**src/rtl/ttip_pkg.sv**
```systemverilog
// ----------------------------------------------------------------------------
// ttip_pkg
// shared types, constants and character helpers for the text to integer parser
// ----------------------------------------------------------------------------
package ttip_pkg;

    // window limit on characters absorbed by one parse
    localparam int MAX_CHARS = 32;

    // field widths
    localparam int CHAR_W  = 8;
    localparam int VALUE_W = 32;
    localparam int STAT_W  = 2;
    localparam int CNT_W   = 8;
    localparam int BASE_W  = 6;
    localparam int DIGIT_W = 6;
    localparam int PROD_W  = VALUE_W + BASE_W;

    // configuration port
    localparam int CFG_IDX_W  = 1;
    localparam int CFG_DATA_W = 6;
    localparam logic [CFG_IDX_W-1:0] REG_NUMBER_BASE = 1'd0;
    localparam logic [CFG_IDX_W-1:0] REG_SIGNED_MODE = 1'd1;

    localparam logic [BASE_W-1:0] BASE_RESET   = 6'd10;
    localparam logic              SIGNED_RESET = 1'b1;

    // result status codes
    localparam logic [STAT_W-1:0] ST_OK        = 2'd0;
    localparam logic [STAT_W-1:0] ST_RANGE     = 2'd1;
    localparam logic [STAT_W-1:0] ST_MALFORMED = 2'd2;

    // saturation limits
    localparam logic [VALUE_W-1:0] LIM_UMAX = 32'hFFFF_FFFF;
    localparam logic [VALUE_W-1:0] LIM_SMIN = 32'h8000_0000;
    localparam logic [VALUE_W-1:0] LIM_SMAX = 32'h7FFF_FFFF;

    localparam logic [DIGIT_W-1:0] NO_DIGIT = 6'd63;

    // queue between front and back
    localparam int Q_DEPTH = 4;
    localparam int Q_AW    = $clog2(Q_DEPTH);

    // classified character as it travels through the queue
    typedef struct packed {
        logic               eot;
        logic               space;
        logic               sign;
        logic               minus;
        logic               zero;
        logic               hex_x;
        logic [DIGIT_W-1:0] digit;
    } t_item;

    function automatic logic [DIGIT_W-1:0] digit_of(input logic [CHAR_W-1:0] c);
        logic [DIGIT_W-1:0] d;
        d = NO_DIGIT;
        if (c >= "0" && c <= "9") begin
            d = DIGIT_W'(c - "0");
        end else if (c >= "a" && c <= "z") begin
            d = DIGIT_W'(c - "a" + 8'd10);
        end else if (c >= "A" && c <= "Z") begin
            d = DIGIT_W'(c - "A" + 8'd10);
        end
        return d;
    endfunction

    function automatic logic is_space(input logic [CHAR_W-1:0] c);
        return c == 8'h20 || c == 8'h09 || c == 8'h0A || c == 8'h0B ||
               c == 8'h0C || c == 8'h0D;
    endfunction

endpackage

```
**src/rtl/ttip_front.sv**
```systemverilog
// ----------------------------------------------------------------------------
// ttip_front
// input side: classifies each character and pushes it into the queue
// ----------------------------------------------------------------------------
module ttip_front import ttip_pkg::*; (
    input  logic              i_in_valid,
    input  logic [CHAR_W-1:0] i_text_char,
    input  logic              i_end_of_text,
    input  logic              i_q_full,
    output logic              o_in_stall,
    output logic              o_push,
    output t_item             o_item
);

    assign o_in_stall = i_q_full;
    assign o_push     = i_in_valid && !i_q_full;

    always_comb begin
        o_item.eot   = i_end_of_text;
        o_item.space = is_space(i_text_char);
        o_item.sign  = (i_text_char == "+") || (i_text_char == "-");
        o_item.minus = (i_text_char == "-");
        o_item.zero  = (i_text_char == "0");
        o_item.hex_x = (i_text_char == "x");
        o_item.digit = digit_of(i_text_char);
    end

endmodule

```
**src/rtl/ttip_queue.sv**
```systemverilog
// ----------------------------------------------------------------------------
// ttip_queue
// short fifo of classified characters between front and back
// ----------------------------------------------------------------------------
module ttip_queue import ttip_pkg::*; (
    input  logic  i_clk,
    input  logic  i_rst_n,
    input  logic  i_push,
    input  t_item i_item,
    input  logic  i_pop,
    output t_item o_item,
    output logic  o_full,
    output logic  o_empty
);

    t_item            r_mem [Q_DEPTH];
    logic [Q_AW-1:0]  r_wr_ptr, n_wr_ptr;
    logic [Q_AW-1:0]  r_rd_ptr, n_rd_ptr;
    logic [Q_AW:0]    r_count, n_count;

    assign o_full  = (r_count == (Q_AW+1)'(Q_DEPTH));
    assign o_empty = (r_count == '0);
    assign o_item  = r_mem[r_rd_ptr];

    always_comb begin
        n_wr_ptr = r_wr_ptr;
        n_rd_ptr = r_rd_ptr;
        n_count  = r_count;
        if (i_push) begin
            n_wr_ptr = (r_wr_ptr == Q_AW'(Q_DEPTH - 1)) ? '0 : r_wr_ptr + 1'b1;
        end
        if (i_pop) begin
            n_rd_ptr = (r_rd_ptr == Q_AW'(Q_DEPTH - 1)) ? '0 : r_rd_ptr + 1'b1;
        end
        if (i_push && !i_pop) begin
            n_count = r_count + 1'b1;
        end else if (!i_push && i_pop) begin
            n_count = r_count - 1'b1;
        end
    end

    always_ff @(posedge i_clk) begin
        if (!i_rst_n) begin
            r_wr_ptr <= '0;
            r_rd_ptr <= '0;
            r_count  <= '0;
        end else begin
            r_wr_ptr <= n_wr_ptr;
            r_rd_ptr <= n_rd_ptr;
            r_count  <= n_count;
        end
    end

    always_ff @(posedge i_clk) begin
        if (i_push) begin
            r_mem[r_wr_ptr] <= i_item;
        end
    end

endmodule

```
**src/rtl/ttip_back.sv**
```systemverilog
// ----------------------------------------------------------------------------
// ttip_back
// parse engine: runs the number state machine one character per cycle while
// the output register is free, and holds the result in that output register
// ----------------------------------------------------------------------------
module ttip_back import ttip_pkg::*; (
    input  logic                  i_clk,
    input  logic                  i_rst_n,
    input  logic                  i_cfg_we,
    input  logic [CFG_IDX_W-1:0]  i_cfg_index,
    input  logic [CFG_DATA_W-1:0] i_cfg_data,
    input  t_item                 i_item,
    input  logic                  i_item_valid,
    output logic                  o_pop,
    output logic                  o_out_valid,
    input  logic                  i_out_stall,
    output logic [VALUE_W-1:0]    o_parsed_value,
    output logic [STAT_W-1:0]     o_parse_status,
    output logic [CNT_W-1:0]      o_chars_consumed
);

    localparam logic [2:0] PH_IDLE = 3'd0;
    localparam logic [2:0] PH_SIGN = 3'd1;
    localparam logic [2:0] PH_ZERO = 3'd2;
    localparam logic [2:0] PH_HEXP = 3'd3;
    localparam logic [2:0] PH_DIGS = 3'd4;

    localparam logic [1:0] SG_NONE  = 2'd0;
    localparam logic [1:0] SG_PLUS  = 2'd1;
    localparam logic [1:0] SG_MINUS = 2'd2;

    localparam logic [BASE_W-1:0] B_OCT = 6'd8;
    localparam logic [BASE_W-1:0] B_DEC = 6'd10;
    localparam logic [BASE_W-1:0] B_HEX = 6'd16;
    localparam logic [BASE_W-1:0] B_MIN = 6'd2;
    localparam logic [BASE_W-1:0] B_MAX = 6'd36;

    // configuration
    logic [BASE_W-1:0]  r_number_base;
    logic               r_signed_mode;

    // parse state
    logic [2:0]         r_phase, n_phase;
    logic [BASE_W-1:0]  r_base, n_base;
    logic [VALUE_W-1:0] r_acc, n_acc;
    logic               r_ovf, n_ovf;
    logic [1:0]         r_sign, n_sign;
    logic [CNT_W-1:0]   r_cnt, n_cnt;

    // output register
    logic               r_out_valid;
    logic [VALUE_W-1:0] r_value;
    logic [STAT_W-1:0]  r_status;
    logic [CNT_W-1:0]   r_consumed;

    // step results before the window check
    logic [2:0]         s_phase;
    logic [BASE_W-1:0]  s_base;
    logic [VALUE_W-1:0] s_acc;
    logic               s_ovf;
    logic [1:0]         s_sign;
    logic [CNT_W-1:0]   s_cnt;
    logic               s_fin, s_mal, s_end;
    logic [CNT_W-1:0]   s_consumed;

    logic               emit;
    logic               fin_req, mal_req;
    logic [CNT_W-1:0]   fin_consumed;
    logic [VALUE_W-1:0] fin_value;
    logic [STAT_W-1:0]  fin_status;

    logic [BASE_W-1:0]  start_b, start_b2, zero_b;
    logic [PROD_W-1:0]  mac;
    logic               out_free;

    // accumulator is zero until the first digit, which is loaded directly; this serves the later digits
    assign mac = PROD_W'(r_acc) * PROD_W'(r_base) + PROD_W'(i_item.digit);

    assign out_free = !r_out_valid || !i_out_stall;
    assign o_pop    = i_item_valid && out_free;

    always_comb begin
        start_b  = (r_phase == PH_IDLE) ? r_number_base : r_base;
        start_b2 = (start_b == '0) ? B_DEC : start_b;
        zero_b   = (r_base == '0) ? B_OCT : r_base;
    end

    // one character step
    always_comb begin
        s_phase    = r_phase;
        s_base     = r_base;
        s_acc      = r_acc;
        s_ovf      = r_ovf;
        s_sign     = r_sign;
        s_cnt      = r_cnt;
        s_fin      = 1'b0;
        s_mal      = 1'b0;
        s_end      = 1'b0;
        s_consumed = r_cnt;
        if (i_item.eot) begin
            s_end = 1'b1;
        end else begin
            unique case (r_phase)
                PH_IDLE, PH_SIGN: begin
                    if (r_phase == PH_IDLE && i_item.space) begin
                        s_cnt = r_cnt + 1'b1;
                    end else if (r_phase == PH_IDLE && i_item.sign) begin
                        s_base  = r_number_base;
                        s_sign  = i_item.minus ? SG_MINUS : SG_PLUS;
                        s_cnt   = r_cnt + 1'b1;
                        s_phase = PH_SIGN;
                    end else if ((start_b == '0 || start_b == B_HEX) && i_item.zero) begin
                        s_base  = start_b;
                        s_cnt   = r_cnt + 1'b1;
                        s_phase = PH_ZERO;
                    end else if (start_b2 < B_MIN || start_b2 > B_MAX ||
                                 i_item.digit >= start_b2) begin
                        s_mal = 1'b1;
                    end else begin
                        s_base  = start_b2;
                        s_acc   = VALUE_W'(i_item.digit);
                        s_cnt   = r_cnt + 1'b1;
                        s_phase = PH_DIGS;
                    end
                end
                PH_ZERO: begin
                    if (i_item.hex_x) begin
                        s_base  = B_HEX;
                        s_cnt   = r_cnt + 1'b1;
                        s_phase = PH_HEXP;
                    end else begin
                        s_base  = zero_b;
                        s_phase = PH_DIGS;
                        if (i_item.digit >= zero_b) begin
                            s_fin = 1'b1;
                        end else begin
                            s_acc = VALUE_W'(i_item.digit);
                            s_cnt = r_cnt + 1'b1;
                        end
                    end
                end
                PH_HEXP: begin
                    if (i_item.digit >= B_HEX) begin
                        s_fin      = 1'b1;
                        s_consumed = r_cnt - 1'b1;
                    end else begin
                        s_acc   = VALUE_W'(i_item.digit);
                        s_cnt   = r_cnt + 1'b1;
                        s_phase = PH_DIGS;
                    end
                end
                PH_DIGS: begin
                    if (i_item.digit >= r_base) begin
                        s_fin = 1'b1;
                    end else begin
                        s_acc = mac[VALUE_W-1:0];
                        s_ovf = r_ovf || (mac[PROD_W-1:VALUE_W] != '0);
                        s_cnt = r_cnt + 1'b1;
                    end
                end
                default: begin
                    s_mal = 1'b1;
                end
            endcase
            // window limit ends the parse as end of text would
            if (!s_fin && !s_mal && s_cnt >= CNT_W'(MAX_CHARS)) begin
                s_end = 1'b1;
            end
        end
    end

    // ending: pick finish or malformed
    always_comb begin
        fin_req      = s_fin;
        mal_req      = s_mal;
        fin_consumed = s_consumed;
        if (s_end) begin
            unique case (s_phase)
                PH_ZERO, PH_DIGS: begin
                    fin_req      = 1'b1;
                    fin_consumed = s_cnt;
                end
                PH_HEXP: begin
                    fin_req      = 1'b1;
                    fin_consumed = s_cnt - 1'b1;
                end
                default: begin
                    mal_req = 1'b1;
                end
            endcase
        end
        emit = fin_req || mal_req;
    end

    // saturation and sign rules
    always_comb begin
        fin_value  = s_acc;
        fin_status = ST_OK;
        if (r_signed_mode) begin
            if (s_sign == SG_MINUS) begin
                if (s_ovf || (s_acc[VALUE_W-1] && s_acc != LIM_SMIN)) begin
                    fin_value  = LIM_SMIN;
                    fin_status = ST_RANGE;
                end else begin
                    fin_value = '0 - s_acc;
                end
            end else if (s_ovf || s_acc[VALUE_W-1]) begin
                fin_value  = LIM_SMAX;
                fin_status = ST_RANGE;
            end
        end else if (s_ovf) begin
            fin_value  = LIM_UMAX;
            fin_status = ST_RANGE;
        end else if (s_sign == SG_MINUS) begin
            fin_value = '0 - s_acc;
        end
    end

    always_comb begin
        if (o_pop && emit) begin
            n_phase = PH_IDLE;
            n_base  = '0;
            n_acc   = '0;
            n_ovf   = 1'b0;
            n_sign  = SG_NONE;
            n_cnt   = '0;
        end else if (o_pop) begin
            n_phase = s_phase;
            n_base  = s_base;
            n_acc   = s_acc;
            n_ovf   = s_ovf;
            n_sign  = s_sign;
            n_cnt   = s_cnt;
        end else begin
            n_phase = r_phase;
            n_base  = r_base;
            n_acc   = r_acc;
            n_ovf   = r_ovf;
            n_sign  = r_sign;
            n_cnt   = r_cnt;
        end
    end

    always_ff @(posedge i_clk) begin
        if (!i_rst_n) begin
            r_number_base <= BASE_RESET;
            r_signed_mode <= SIGNED_RESET;
            r_phase       <= PH_IDLE;
            r_base        <= '0;
            r_acc         <= '0;
            r_ovf         <= 1'b0;
            r_sign        <= SG_NONE;
            r_cnt         <= '0;
            r_out_valid   <= 1'b0;
        end else begin
            if (i_cfg_we) begin
                unique case (i_cfg_index)
                    REG_NUMBER_BASE: r_number_base <= i_cfg_data[BASE_W-1:0];
                    REG_SIGNED_MODE: r_signed_mode <= i_cfg_data[0];
                    default: ;
                endcase
            end
            r_phase <= n_phase;
            r_base  <= n_base;
            r_acc   <= n_acc;
            r_ovf   <= n_ovf;
            r_sign  <= n_sign;
            r_cnt   <= n_cnt;
            if (o_pop && emit) begin
                r_out_valid <= 1'b1;
            end else if (out_free) begin
                r_out_valid <= 1'b0;
            end
        end
    end

    always_ff @(posedge i_clk) begin
        if (o_pop && emit) begin
            r_value    <= mal_req ? '0 : fin_value;
            r_status   <= mal_req ? ST_MALFORMED : fin_status;
            r_consumed <= mal_req ? '0 : fin_consumed;
        end
    end

    assign o_out_valid      = r_out_valid;
    assign o_parsed_value   = r_value;
    assign o_parse_status   = r_status;
    assign o_chars_consumed = r_consumed;

endmodule

```
**src/rtl/text_to_integer_parser.sv**
```systemverilog
// ----------------------------------------------------------------------------
// text_to_integer_parser
// streaming strtol style parser: one character per transfer, one result per
// number, classified in the front and parsed in the back
// ----------------------------------------------------------------------------
// path: the character that ends the number is written into the queue at its
//   transfer; the parse step later pops it and loads the output register, and
//   the result shows on the output from that register
// throughput: one character per cycle while the output is not stalled; each
//   parse step is one 32x6 multiply-add; a four-entry queue absorbs output stalls
// reset: synchronous, active low; clears the queue, parse state and output
//   valid, number_base returns to 10 and signed_mode to 1
module text_to_integer_parser import ttip_pkg::*; (
    input  logic                  i_clk,
    input  logic                  i_rst_n,
    input  logic                  i_cfg_we,
    input  logic [CFG_IDX_W-1:0]  i_cfg_index,
    input  logic [CFG_DATA_W-1:0] i_cfg_data,
    input  logic                  i_in_valid,
    output logic                  o_in_stall,
    input  logic [CHAR_W-1:0]     i_text_char,
    input  logic                  i_end_of_text,
    output logic                  o_out_valid,
    input  logic                  i_out_stall,
    output logic [VALUE_W-1:0]    o_parsed_value,
    output logic [STAT_W-1:0]     o_parse_status,
    output logic [CNT_W-1:0]      o_chars_consumed
);

    t_item w_push_item;
    t_item w_pop_item;
    logic  w_push, w_pop, w_full, w_empty;

    ttip_front u_front (
        .i_in_valid    (i_in_valid),
        .i_text_char   (i_text_char),
        .i_end_of_text (i_end_of_text),
        .i_q_full      (w_full),
        .o_in_stall    (o_in_stall),
        .o_push        (w_push),
        .o_item        (w_push_item)
    );

    ttip_queue u_queue (
        .i_clk   (i_clk),
        .i_rst_n (i_rst_n),
        .i_push  (w_push),
        .i_item  (w_push_item),
        .i_pop   (w_pop),
        .o_item  (w_pop_item),
        .o_full  (w_full),
        .o_empty (w_empty)
    );

    ttip_back u_back (
        .i_clk            (i_clk),
        .i_rst_n          (i_rst_n),
        .i_cfg_we         (i_cfg_we),
        .i_cfg_index      (i_cfg_index),
        .i_cfg_data       (i_cfg_data),
        .i_item           (w_pop_item),
        .i_item_valid     (!w_empty),
        .o_pop            (w_pop),
        .o_out_valid      (o_out_valid),
        .i_out_stall      (i_out_stall),
        .o_parsed_value   (o_parsed_value),
        .o_parse_status   (o_parse_status),
        .o_chars_consumed (o_chars_consumed)
    );

endmodule

```
**config.mk**
```make
export PLATFORM = sky130hd
export DESIGN_NAME = text_to_integer_parser
export DESIGN_NICKNAME = d
export VERILOG_FILES = /design/src/rtl/ttip_pkg.sv /design/src/rtl/ttip_front.sv /design/src/rtl/ttip_queue.sv /design/src/rtl/ttip_back.sv /design/src/rtl/text_to_integer_parser.sv
export SDC_FILE = /design/constraint.sdc
export NUM_CORES = 1
export LEC_CHECK = 0
export ABC_AREA = 1
export BUFFER_PORTS_ARGS = -buffer_cell sky130_fd_sc_hd__buf_2
export CAP_MARGIN = 20
export CORE_ASPECT_RATIO = 1.4
export CORE_MARGIN = 3
export CORE_UTILIZATION = 60
export DETAILED_ROUTE_END_ITERATION = 10
export PLACE_DENSITY = 0.87
export REMOVE_ABC_BUFFERS = 1
export SYNTH_ARGS = -nofsm -noshare
export SYNTH_HDL_FRONTEND = slang
export SYNTH_SLANG_ARGS = --single-unit
```
**constraint.sdc**
```tcl
create_clock -name i_clk -period 7.3 [get_ports i_clk]
set_clock_uncertainty 0.1 [all_clocks]
set_input_delay 0.365 -clock i_clk [delete_from_list [all_inputs] [get_ports i_clk]]
set_output_delay 0.365 -clock i_clk [all_outputs]
set_load 0.05 [all_outputs]
```
# == Word level (Yosys, flattened, before mapping) ==
# Memory sizes are Yosys's and may differ from the RTL's. A register that Yosys moved wholly into a read port is not among the register bits.
# Cells that the tools add are included.
# word_totals
ram_bits,48
output_inout_bits,44
memories,1
ff_bits,109
in_bits,21
# classes
n_bitwise,3
reduce_logical,52
n_mux,95
order_cmp,13
n_eq_ne,25
n_mul,1
add_sub_neg,14
# mem_list
name,words,width,read_ports,rd_ports_with_merged_regs,write_ports,line,text
u_queue.r_mem,4,12,1,1,1,ttip_queue.sv:16,t_item r_mem [Q_DEPTH];
# ops
cell,n
two-way mux 32 bit,15
one-hot mux 32 bit (4 select lines),1
two-way mux 8 bit,14
two-way mux 6 bit,11
== test 8 x 4 -> 1 bit (second input constant),5
adder 38 x 6 -> 38 bit,1
multiplier 32 x 6 -> 38 bit,1
== test 8 x 6 -> 1 bit (second input constant),4
inequality test 32 bit (second input constant),1
one-hot mux 8 bit (4 select lines),1
subtractor 1 x 32 -> 32 bit (first input constant),1
two-way mux 1 bit,28
two-way mux 3 bit,9
two-way mux 2 bit,11
greater-or-equal comparator 6 bit,3
greater-or-equal comparator 8 x 6 -> 1 bit (second input constant),2
greater-or-equal comparator 8 x 7 -> 1 bit (second input constant),2
less-or-equal comparator 8 x 7 -> 1 bit (second input constant),2
one-hot mux 8 bit (2 select lines),1
subtractor 8 x 1 -> 8 bit (second input constant),2
logical AND 1 bit,14
logical OR 1 bit,14
adder 6 x 4 -> 6 bit (second input constant),2
== test 3 x 2 -> 1 bit (second input constant),4
other kinds (31),54

# == Longest topological paths before layout ==
# depth
depth_word,22
depth_mapped,39

# == By module ==
# Synthesis repeated with hierarchy kept, for this count alone.
# unflattened
cells_unflattened,2514
area_unflattened_um2,17812.1
# by_module_without_submodules
mod,area_each_um2,cells_per_inst,instances,seq_area_each_um2
ttip_back,14948.1,2221,1,2462.4
ttip_queue,2239.6,175,1,1621.6
ttip_front,620.6,117,1,0.0
text_to_integer_parser,3.8,1,1,0.0

# == Worst setup path before layout ==
# No wires, ideal clock.
# synth_timing
kind,register -> register
from,register u_back.r_base[4]
to,"register u_back.r_value[5], in the netlist u_back.o_parsed_value[5], data pin"
arrival_ns,5.803
synth_period_minus_slack_ns,6.045
stages_incl_launch_ff,30
path_buffers,3
path_slack_ns,1.255
cell_sequence,dfxtp_1 > clkbuf_1 > buf_1 > nand2_1 > fa_1 > fa_1 > inv_1 > fa_1 > inv_1 > fa_1 > inv_1 > ha_1 > a21oi_1 > a21boi_1 > o21ai_0 > a21boi_1 > xor2_1 > nor2_1 > a21oi_1 > nand2_2 > nor2_2 > nand2_1 > nor2_4 > nand2_2 > nand2_4 > nand2_4 > nand2_4 > buf_8 > nand3_2 > a21oi_2
# synth_between
elab_chain_cells,18
word_cells_on_any_way,82
# synth_lines
element,line,text
start: declaration,ttip_back.sv:44,"logic [BASE_W-1:0] r_base, n_base;"
start signal: assignment,ttip_back.sv:264,r_base <= n_base;
branches (longest 18 deep; another with multiplier 32 x 6 -> 38 bit),-,
end signal: assignment,ttip_back.sv:279,r_value <= mal_req ? '0 : fin_value;
end: declaration,ttip_back.sv:52,logic [VALUE_W-1:0] r_value;
# Parallel ways; which one is timed is not known. The select of a mux whose other input is x is not followed.
# A chain may end at the register's enable or synchronous reset.

# == Worst setup path after layout ==
# layout_timing
from,register u_back.r_base[0]
to,"register u_back.r_value[18], in the netlist u_back.o_parsed_value[18], data pin"
# The elaborated chain is that of the path after synthesis.

==> impl_metrics.env <==
export IMPL_status="finished clean"
export IMPL_min_delay_path_depth=3
export IMPL_cp_max_fo=24
export IMPL_finalSetupTns_ns=0
export IMPL_rr_worst_depth=29
export IMPL_dr_pass1_iters=7
export IMPL_synth_top_cell_by_area="edfxtp_1"
export IMPL_worstSkewPairLatency_ns=0.45
export IMPL_netlist_area_sq_um=17710
export IMPL_grt_max_degree=70
export IMPL_vdd_ir_drop_max_mv=1.020
export IMPL_antenna_found_initial=0
export IMPL_synthFlopType="edfxtp_1"
export IMPL_core_sq_um=28770
export IMPL_port_buffers=64
export IMPL_slew_limit_headroom_pct=30.78
export IMPL_core_rowCount=73
export IMPL_tightest_slew_ns=1.037
export IMPL_tritoncts="yes"
export IMPL_clockBufferDepth=2
export IMPL_p_total_uw=6617
export IMPL_cp_required_ns=7.37
export IMPL_cts_setup_buffers=0
export IMPL_yosysMostFrequentCell="nand2_1"
export IMPL_yosysWarnings=0
export IMPL_hold_path_end="u_back.r_number_base[3]$_SDFFE_PN1P_"
export IMPL_holdCritStartpoint="i_cfg_data[3]"
export IMPL_report_final_setup_viol=0
export IMPL_synth_top_area_share_pct=15.26
export IMPL_whs_ns=0.03109
export IMPL_rr_startpoint="u_back.r_base[0]$_SDFFE_PP0P_"
export IMPL_htree_levels=4
export IMPL_initial_utilization_pct=61.54
export IMPL_p_per_area_nw_per_um2=349.6
export IMPL_antennaDiodeCount=0
export IMPL_reg2reg_slack_ns=0.45
export IMPL_crit_path_end_kind="flip-flop"
export IMPL_wl_microns=49610
export IMPL_finalHoldViolCount=0
export IMPL_dr_total_vias=16760
export IMPL_startpoint_type="flip-flop"
export IMPL_postSynthCellCount=2511
export IMPL_cts_root_buf="clkbuf_16"
export IMPL_synth_seq_cells=159
export IMPL_drive_above_1_share_pct=8.858
export IMPL_syn_avg_cell_area_sq_um=7.052
export IMPL_ios=65
export IMPL_gp_congestion=0.9909
export IMPL_final_cell_area_sq_um=18930
export IMPL_crit_arrival_ns=6.92
export IMPL_fin_crit_ns=6.852
export IMPL_first_iter_violations=1354
export IMPL_cts_buffers=17
export IMPL_slowest_delay_ns=0.70
export IMPL_yosys_top_cells_count="nand2_1, inv_1, nor2_1"
export IMPL_fin_crit_sh_pct=93.86
export IMPL_fin_util_pct=65.78
export IMPL_fin_nets=2793
export IMPL_yosysUniqueCellTypes=62
export IMPL_async_flop_share_pct=0
export IMPL_first_global_vias=17010
export IMPL_viasPerCell=5.751
export IMPL_r2r_end="u_back.o_parsed_value[18]$_SDFFCE_PP0P_"
export IMPL_syn_to_final_growth_pct=6.889
export IMPL_ys_seq_area_share_pct=23.06
export IMPL_critPathSlowestCell="dfxtp_1"
export IMPL_clock_sinks=159
export IMPL_cap_viol_max_count=0
export IMPL_die_area_sq_um=31640
export IMPL_drv_slew=0
export IMPL_wire_per_inst_microns=17.02
export IMPL_grt_pass1_wl_microns=80930
export IMPL_hold_class="in2reg"
export IMPL_die_w_microns=151.2
export IMPL_globalRouteTotalUtil_pct=31.77
export IMPL_synth_edff_count=90
export IMPL_fill_cells=2434
export IMPL_criticalPathCategory="reg2reg"
export IMPL_p_leak_uw=0.01050
export IMPL_place_area_sq_um=18320
export IMPL_critical_path_most_common_cell="nand2_1"
export IMPL_drtAntennaViolNets=0
export IMPL_fmax_mhz=145.9
export IMPL_die_height_microns=209.3
export IMPL_clk_pin_slew_ns=0.07
export IMPL_cts_resized=0
export IMPL_globalRouteOverflowTotal=0
export IMPL_rsz0062_at_grt="no"
export IMPL_drcViolationCount=0
export IMPL_cts_hold_buf=0
export IMPL_synth_top_cells_by_area="edfxtp_1, fa_1, nand2_1, inv_1, ha_1"
export IMPL_dp_hpwl_microns=37920
-- through the flow --
step | setup WS, ns | cells
floorplan | 0.06446 | 2405
global placement | 0.7424 | 2879
detailed placement | 0.6861 | 2879
CTS | 0.6338 | 2911
global route | 0.06680 | 2915
finish | 0.4482 | 2915
-- registers in the layout, summed over array words and instances (netlist names), named ones only --
register,count
u_back.o_chars_consumed,8
u_back.o_parsed_value,32
u_back.r_signed_mode,1
u_queue.r_mem,48
u_back.r_number_base,6
u_back.o_parse_status,2
u_back.r_base,6
u_queue.r_wr_ptr,2
u_back.r_ovf,1
u_queue.r_rd_ptr,2
u_back.r_cnt,8
u_back.r_acc,32
u_back.o_out_valid,1
u_queue.r_count,3
u_back.r_sign,2
u_back.r_phase,3
-- per-layer routing --
| layer | global-route usage [%] | part of all wire [%] | up-vias |
|---|---|---|---|
| li1 | - | - | 7955 |
| met1 | 33.84 | 35 | 7817 |
| met2 | 56.19 | 51 | 743 |
| met3 | 5.810 | 6.4 | 249 |
| met4 | 21.15 | 7.6 | 0 |
| met5 | 0 | 0 | - |
-- how the worst max path moves through the flow --
stage | from | end | slack [ns] | cells past startpoint
3_3_place_gp | u_back.r_base[0]$_SDFFE_PP0P_ | u_back.o_parsed_value[18]$_SDFFCE_PP0P_ | 0.74 | 30
6_report | u_back.r_base[0]$_SDFFE_PP0P_ | u_back.o_parsed_value[18]$_SDFFCE_PP0P_ | 0.45 | 29
5_1_grt | u_back.r_base[2]$_SDFFE_PP0P_ | u_back.o_parsed_value[20]$_SDFFCE_PP0P_ | 0.07 | 29
3_5_place_dp | u_back.r_base[0]$_SDFFE_PP0P_ | u_back.o_parsed_value[20]$_SDFFCE_PP0P_ | 0.69 | 29
2_1_floorplan | u_queue.r_count[0]$_SDFFE_PN0P_ | u_back.r_base[3]$_SDFFE_PP0P_ | 0.06 | 5
4_1_cts | u_back.r_base[0]$_SDFFE_PP0P_ | u_back.o_parsed_value[13]$_SDFFCE_PP0P_ | 0.63 | 29
-- logic make-up after synthesis --
kind of cell / share of synthesized area, %
AOI/OAI and AO/OA: 12.87
xor gates and xnor gates: 2.127
adders and majority gates: 22.61
buffers and inverters: 12.05
DFF: 23.06
and+or+nand+nor: 27.28
-- layout by cell type (no fill, tap or decap), types with 15 or more instances in the layout --
cell | synthesis | layout
a21oi_1 | 159 | 159
a21oi_2 | 26 | 26
buf_2 | 19 | 64
buf_4 | 2 | 35
clkbuf_16 | 0 | 17
dfxtp_1 | 69 | 69
edfxtp_1 | 90 | 90
fa_1 | 125 | 125
ha_1 | 120 | 120
inv_1 | 427 | 427
nand2_1 | 623 | 623
nand3_1 | 117 | 117
nand3b_1 | 15 | 15
nand4_1 | 26 | 26
nor2_1 | 300 | 300
nor3_1 | 20 | 20
o21ai_0 | 82 | 82
xor2_1 | 32 | 32
-- worst max-delay path: cells and delay by family, from the launching register on --
kind	cells	cell delay (ns)
adder cells (fa/ha/maj)	5	2.10
AO/OA/AOI/OAI	7	1.49
AND/OR/NAND/NOR	13	1.45
flip-flops	1	0.70
buffers and inverters	4	0.69
-- power breakdown --
| part | switching [uW] | total (uW) | internal (uW) |
|---|---|---|---|
| Sequential | 148 | 1440 | 1290 |
| Clock | 408 | 891 | 483 |
| Combinational | 3180 | 4290 | 1100 |
| Total | 3740 | 6620 | 2880 |
-- area by class of cell --
class	count	area, sq um	share of cell area, %
tap	375	469.2	2.479
clock inverter	14	132.6	0.7007
sequential	159	4084	21.58
inverter	438	1644	8.686
timing repair buffer	103	654.4	3.457
multi-input combinational	1808	11500	60.78
clock buffer	18	439.2	2.320
Power figures use the tool's default switching activity.
